**config.mk**
```make
export PLATFORM = sky130hd
export DESIGN_NAME = pra_divider
export DESIGN_NICKNAME = d
export VERILOG_FILES = /design/src/pra_pkg.sv /design/src/pra_divider.sv
export SDC_FILE = /design/constraint.sdc
export NUM_CORES = 2
export LEC_CHECK = 0
export BUFFER_PORTS_ARGS = -buffer_cell sky130_fd_sc_hd__buf_4
export CAP_MARGIN = 20
export CORE_AREA = 3 3 417 460
export CTS_CLUSTER_SIZE = 10
export DETAILED_ROUTE_END_ITERATION = 10
export DIE_AREA = 0 0 420 463
export PLACE_DENSITY = 0.87
export SLEW_MARGIN = 20
export SYNTH_ARGS = -nofsm -noshare
export SYNTH_HDL_FRONTEND = slang
export SYNTH_MEMORY_MAX_BITS = 65536
export SYNTH_SLANG_ARGS = --single-unit
```
**constraint.sdc**
```tcl
create_clock -name clk_i -period 9.85 [get_ports clk_i]
set_input_delay 0.4925 -clock clk_i [delete_from_list [all_inputs] [get_ports clk_i]]
set_output_delay 0.4925 -clock clk_i [all_outputs]
set_load 0.05 [all_outputs]
```
**src/pra_pkg.sv**
```systemverilog
// pra_pkg: shared constants, CORDIC angle table and pipeline sideband type
// for the planar refraction angle pipeline; no dependencies
package pra_pkg;

  localparam int ANGLE_BITS   = 16;
  localparam int UP           = 32 - ANGLE_BITS;
  localparam int INDEX_W      = 14;
  localparam int CW           = 34;
  localparam int CORDIC_STEPS = 30;
  localparam int DIV_STEPS    = 31;
  localparam int SQRT_STEPS   = 31;
  localparam int PROD_W       = 31 + INDEX_W;
  localparam int LATENCY      = 4 + 2 * CORDIC_STEPS + DIV_STEPS + SQRT_STEPS;

  localparam logic [ANGLE_BITS-2:0] QUARTER = (ANGLE_BITS-1)'(1) << (ANGLE_BITS - 2);
  localparam logic [30:0] ONE_Q30 = 31'h4000_0000;
  localparam logic signed [CW-1:0] CORDIC_GAIN = 34'sd652032874;

  // register indexes of the configuration port
  localparam logic CFG_INDEX_INSIDE  = 1'b0;
  localparam logic CFG_INDEX_OUTSIDE = 1'b1;

  // atan(2^-i) in 32-bit turn fractions
  localparam logic signed [CW-1:0] ATAN_TURNS [CORDIC_STEPS] = '{
    34'sh20000000, 34'sh12E4051E, 34'sh09FB385B, 34'sh051111D4, 34'sh028B0D43,
    34'sh0145D7E1, 34'sh00A2F61E, 34'sh00517C55, 34'sh0028BE53, 34'sh00145F2F,
    34'sh000A2F98, 34'sh000517CC, 34'sh00028BE6, 34'sh000145F3, 34'sh0000A2FA,
    34'sh0000517D, 34'sh000028BE, 34'sh0000145F, 34'sh00000A30, 34'sh00000518,
    34'sh0000028C, 34'sh00000146, 34'sh000000A3, 34'sh00000051, 34'sh00000029,
    34'sh00000014, 34'sh0000000A, 34'sh00000005, 34'sh00000003, 34'sh00000001
  };

  // per-request data that travels alongside the arithmetic
  typedef struct packed {
    logic [ANGLE_BITS-1:0] nrm;
    logic [ANGLE_BITS-1:0] d;
    logic [INDEX_W-1:0]    n1;
    logic [INDEX_W-1:0]    n2;
    logic                  tir;
  } side_t;

endpackage

```
**src/pra_divider.sv**
```systemverilog
// pra_divider: restoring division of the sine-index product by n2,
// one quotient bit per stage; depends on pra_pkg
module pra_divider import pra_pkg::*; (
  input  logic              clk_i,
  input  logic              rst_ni,
  input  logic              valid_i,
  input  side_t             side_i,
  input  logic [PROD_W-1:0] prod_i,
  output logic              valid_o,
  output side_t             side_o,
  output logic [30:0]       quo_o
);

  logic              v_q   [DIV_STEPS];
  side_t             sd_q  [DIV_STEPS];
  logic [PROD_W-1:0] rem_q [DIV_STEPS];
  logic [30:0]       quo_q [DIV_STEPS];

  for (genvar j = 0; j < DIV_STEPS; j++) begin : g_stage
    logic              v_in, ge;
    side_t             sd_in;
    logic [PROD_W-1:0] rem_in, dv;
    logic [30:0]       quo_in;

    if (j == 0) begin : g_first
      assign v_in   = valid_i;
      assign sd_in  = side_i;
      assign rem_in = prod_i;
      assign quo_in = '0;
    end else begin : g_next
      assign v_in   = v_q[j-1];
      assign sd_in  = sd_q[j-1];
      assign rem_in = rem_q[j-1];
      assign quo_in = quo_q[j-1];
    end

    // trial subtract of the shifted divisor
    assign dv = PROD_W'(sd_in.n2) << (DIV_STEPS - 1 - j);
    assign ge = (rem_in >= dv);

    always_ff @(posedge clk_i or negedge rst_ni) begin
      if (!rst_ni) begin
        v_q[j] <= 1'b0;
      end else begin
        v_q[j] <= v_in;
      end
    end

    always_ff @(posedge clk_i) begin
      sd_q[j]  <= sd_in;
      rem_q[j] <= ge ? rem_in - dv : rem_in;
      quo_q[j] <= {quo_in[29:0], ge};
    end
  end

  assign valid_o = v_q[DIV_STEPS-1];
  assign side_o  = sd_q[DIV_STEPS-1];
  assign quo_o   = quo_q[DIV_STEPS-1];

endmodule

```
======== After elaboration in Yosys (flattened, before gate mapping) ========
Memories as Yosys holds them, arrays and structs flattened.
Index checks and enable logic that the tools add are counted.
Widths: inputs -> output; s select.
storage, ports and cells
  flip-flop bits (word level) ............. 31
  bits in writable memories ............... 4247
  input port bits ......................... 109
  logic and storage cells ................. 127
  memories kept ........................... 3
memory list
  memory  depth  bits a word  read ports  clocked after Yosys merged registers in  write ports  RTL line           source
  sd_q    31     61           31          0                                        31           pra_divider.sv:15  side_t sd_q [DIV_STEPS];
  rem_q   31     45           30          0                                        31           pra_divider.sv:16  logic [PROD_W-1:0] rem_q [DIV_STEPS];
  quo_q   31     31           31          0                                        31           pra_divider.sv:17  logic [30:0] quo_q [DIV_STEPS];
cells by class
  add/sub/neg operators ................... 31
  $lt $le $gt $ge ......................... 31
  mux-type cells .......................... 31
operator list
  cell              number
  $mux 45           31
  $ge 45x14->1      1
  $ge 45x15->1      1
  $ge 45x16->1      1
  $ge 45x17->1      1
  $ge 45x18->1      1
  $ge 45x19->1      1
  $ge 45x20->1      1
  $ge 45x21->1      1
  $ge 45x22->1      1
  $ge 45x23->1      1
  $ge 45x24->1      1
  $ge 45x25->1      1
  $ge 45x26->1      1
  $ge 45x27->1      1
  $ge 45x28->1      1
  $ge 45x29->1      1
  $ge 45x30->1      1
  $ge 45x31->1      1
  $ge 45x32->1      1
  $ge 45x33->1      1
  $ge 45x34->1      1
  $ge 45x35->1      1
  $ge 45x36->1      1
  other kinds (39)  39

======== Longest topological paths before layout ========
An unclocked memory read counts as a cell.
  depth after elaboration ................. 3
  depth in mapped cells ................... 14
  gate-level depth less buffers ........... 13

======== Worst setup path before layout ========
Ideal clock, no wire load.
  kind .................................... flip-flop to flip-flop
  start point ............................. memory rem_q[25][37] (netlist bit)
  end point ............................... memory rem_q[26][40] (netlist bit)
  library setup time ...................... 0.127 ns
  arrival ................................. 3.025 ns
  slack ................................... 6.697 ns
  cell stages (with the launch flop) ...... 10
  path buffers ............................ 1
  period minus slack after synthesis ...... 3.153 ns
  cells stage by stage .................... dfxtp_1 -> or4_4 -> or4_1 -> or4_1 -> or3_4 -> nor4b_4 -> a311o_2 -> buf_4 -> nor3_1 -> xor2_1
RTL lines
  what             RTL line
  start, declared  pra_divider.sv:16

==> out/qor.txt <==
RSZ-0062 raised after global routing - no
Die height - 463 um
Drt pass-1 iters - 6
Number of synthesized register bits - 3768
F_max - 0.2243 GHz
Post-Syn Instances - 9416
Gr usage total - 0.2526
Synth warn - 0
Synth area leaders - dfxtp_1 (67%), ha_1 (4.8%), xor2_1 (2.9%), xnor2_1 (2.8%), inv_1 (1.9%)
Largest net degree at the start of global routing - 35
Iter 0 DRT Violations - 4871
Vias in the first global route - 72280
Psw - 13.19 mW
Grt total ovfl - 0
Wire per inst - 19.72 um
Combinational Power Share - 0.230
Most frequent cells after synthesis - dfxtp_1 (3737), inv_1 (568), nor2_1 (523)
Worst vdd ir - 235.6 uV
Max-cap viol count - 0
Placed insts - 11960
CTS HTree Levels - 5
Max-slew violation count - 0
Post-DP Area - 116600 um2
Final Hold Vio Count - 0
Setup TNS - 0 ns
Post-synth top area share - 0.6660
Switching share of power - 0.3048
Post_cts resized - 0
Starting density of the core - 0.5980
Clock sink total - 3768
Final design instance area without fill - 128900 um2
Final count of negative-setup-slack endpoints - 0
Top-Level Pins - 202
Layout cell share with drive strength beyond 1 - 0.08464
Clk pwr share - 0.307
DRC - 0
Nature of the critical path endpoint - register
CP arrival - 5.26 ns
Routability-driven placement congestion ratio - 0.9592
Clk Latency, worst-skew pair - 0.99 ns
Initial antenna violation count - 7
Critical path required time - 10.65 ns
Via count - 68580
Clock skew - 0.1051 ns
Post-synth net total - 9989
Die extent in x - 420 um
Pleak - 55.10 nW
Ys flop type - dfxtp_1
Clock tree buffer depth - 4
Synth area leader - dfxtp_1
Final critical-path required period - 4.458 ns
PortBufs - 201
Final Util - 0.6863
Hold WC Path Type - in -> reg
Final antenna-violating net count - 0
First-pass GRT wire length - 389400 um
Internal - 30.08 mW
Syn Std Cell Area - 112300 um2
Filler instances - 12710
Clock root buffer - clkbuf_16
Overall power - 43.27 mW
Syn_area_per_cell - 11.93 um2
Layout Cells excl Fill - 12560
CP max FO - 17
FP Rows - 167
Reg clk slew, reported paths - 0.05 ns
Rel. slew slack - 0.2810
Tcrit/Tclk final - 0.4526
Nets - 10630
Synth cell types - 95
Reg power frac - 0.463
Synth async-reset ratio - 0.008227
Worst Setup Start Kind - register
DR vias/cell - 5.462
Worst Tran Pin Value - 1.076 ns
Die footprint - 194500 um2
WL final - 247500 um
Setup Crit Path Kind - reg -> reg
TritonCTS clock tree - done
Post-synth EDFFs - 0
Most common cell in the netlist - dfxtp_1
Outcome - finished, final reports clean
DP HPWL - 165600 um
Post-synthesis sequential area ratio - 0.6729
Area delta synth->final - 14.76%
Pwr Density - 335.7 nW/um2
Core Area - 187800 um2
Total CTS buffers - 429
[layout by cell type, fill, tap and decap left out, types with 30 or more instances in the layout]
cell type and count:
or3_1 94, nor2_1 523, nand3_1 132, o31ai_1 45, nand2_1 429, clkbuf_16 431
dfxtp_1 3737, clkbuf_1 30, or2_2 45, dfrtp_1 31, inv_1 568, nand4_1 100
o21a_1 96, a21o_1 130, and2_1 33, a211oi_1 35, mux2_2 81, nor2b_1 84
and3_1 42, o21ai_0 342, a31oi_1 31, buf_4 227, a21oi_1 419, fa_1 30
nor3_1 249, dlygate4sd3_1 109, xor2_1 368, nor4b_1 32, ha_1 434, xnor2_1 365
or4_1 81, nand4b_1 36, nor4_1 224, nand2b_1 99
[flip-flops by register name, indices dropped and copies added (netlist names)]
| signal | cells |
|---|---|
| valid_o | 1 |
| quo_q | 496 |
| g_stage.v_in | 30 |
| rem_q | 1350 |
| sd_q | 1891 |
[worst paths after layout]
| kind | depth (start not counted) | endpoint | from | slack, ns |
|---|---|---|---|---|
| max | 10 | rem_q[17][44] | sd_q[2][14] | 5.39 |
| max in group asynchronous | 4 | g_stage[22].v_in | rst_ni | 9.08 |
| max reg2reg | 10 | rem_q[17][44] | sd_q[2][14] | 5.39 |
| min in group asynchronous | 4 | valid_o | rst_ni | 0.55 |
| min reg2reg | 0 | sd_q[0][425] | sd_q[0][364] | 0.25 |
| min | 2 | sd_q[0][33] | side_i[33] | 0.16 |
[cell families (layout without fill, tap and decap cells)]
group | count (synthesis) | after routing | share of synthesized area
AO/OA/AOI/OAI | 1338 | 1338 | 0.07449
XOR/XNOR | 733 | 733 | 0.05715
adder cells (fa/ha/maj) | 464 | 464 | 0.05369
flip-flops | 3768 | 3768 | 0.6729
AND/OR/NAND/NOR | 2321 | 2321 | 0.1091
other | 0 | 3 | 0
multiplexers | 89 | 89 | 0.008833
buffers and inverters | 703 | 1389 | 0.02386
[final cells by class]
cell class,instances,area [um2],share of cell area
sequential,3768,75590,0.5863
multi-input combinational,4945,34090,0.2645
clock buffer,463,10930,0.08475
tap,2450,3065,0.02378
timing repair buffer,339,2839,0.02202
inverter,572,2147,0.01665
clock inverter,15,249.0,0.001931
antenna,3,7.507,0.00005823
[what timing repair did]
item | 4_1_cts | 5_1_grt
hold buffers | 110 | 0
setup buffers | 0 | 0
endpoints found under the hold margin | 138 | 0
[critical path, cell delays in order (launching register included)]
cell and delay (ns):
dfxtp_1 0.34, inv_1 0.05, ha_1 0.40, a2111o_1 0.43
or4_1 0.42, or3_1 0.40, nor2b_1 0.76, clkinv_1 0.77
o41ai_1 0.43, nor4_1 0.14, xor2_1 0.19
[metrics by stage]
| stage | setup WS (ns) | hold slack [ns] |
|---|---|---|
| 2_1_floorplan | 6.697 | 0.1969 |
| 3_3_place_gp | 5.481 | 0.3095 |
| 3_5_place_dp | 5.428 | 0.3121 |
| 4_1_cts | 5.421 | 0.05235 |
| 5_1_grt | 5.062 | 0.1136 |
| 6_report | 5.392 | 0.1557 |
[power by group through the flow]
stage | Clock, mW | Combinational (mW) | Sequential [mW]
2_1_floorplan | 0 | 7.44 | 19.4
3_3_place_gp | 0 | 9.40 | 20.1
3_5_place_dp | 0 | 9.65 | 20.2
4_1_cts | 13.6 | 9.86 | 20.0
5_1_grt | 14.1 | 11.0 | 20.3
6_report | 13.3 | 9.97 | 20.0
[metal layers]
layer	GRT usage	vias up	part of all wire
li1	-	33130	-
met2	0.4561	2095	0.51
met5	0	-	0
met4	0.1148	0	0.044
met3	0.03968	602	0.047
met1	0.2926	32750	0.40
Power figures use the tool's default switching activity.
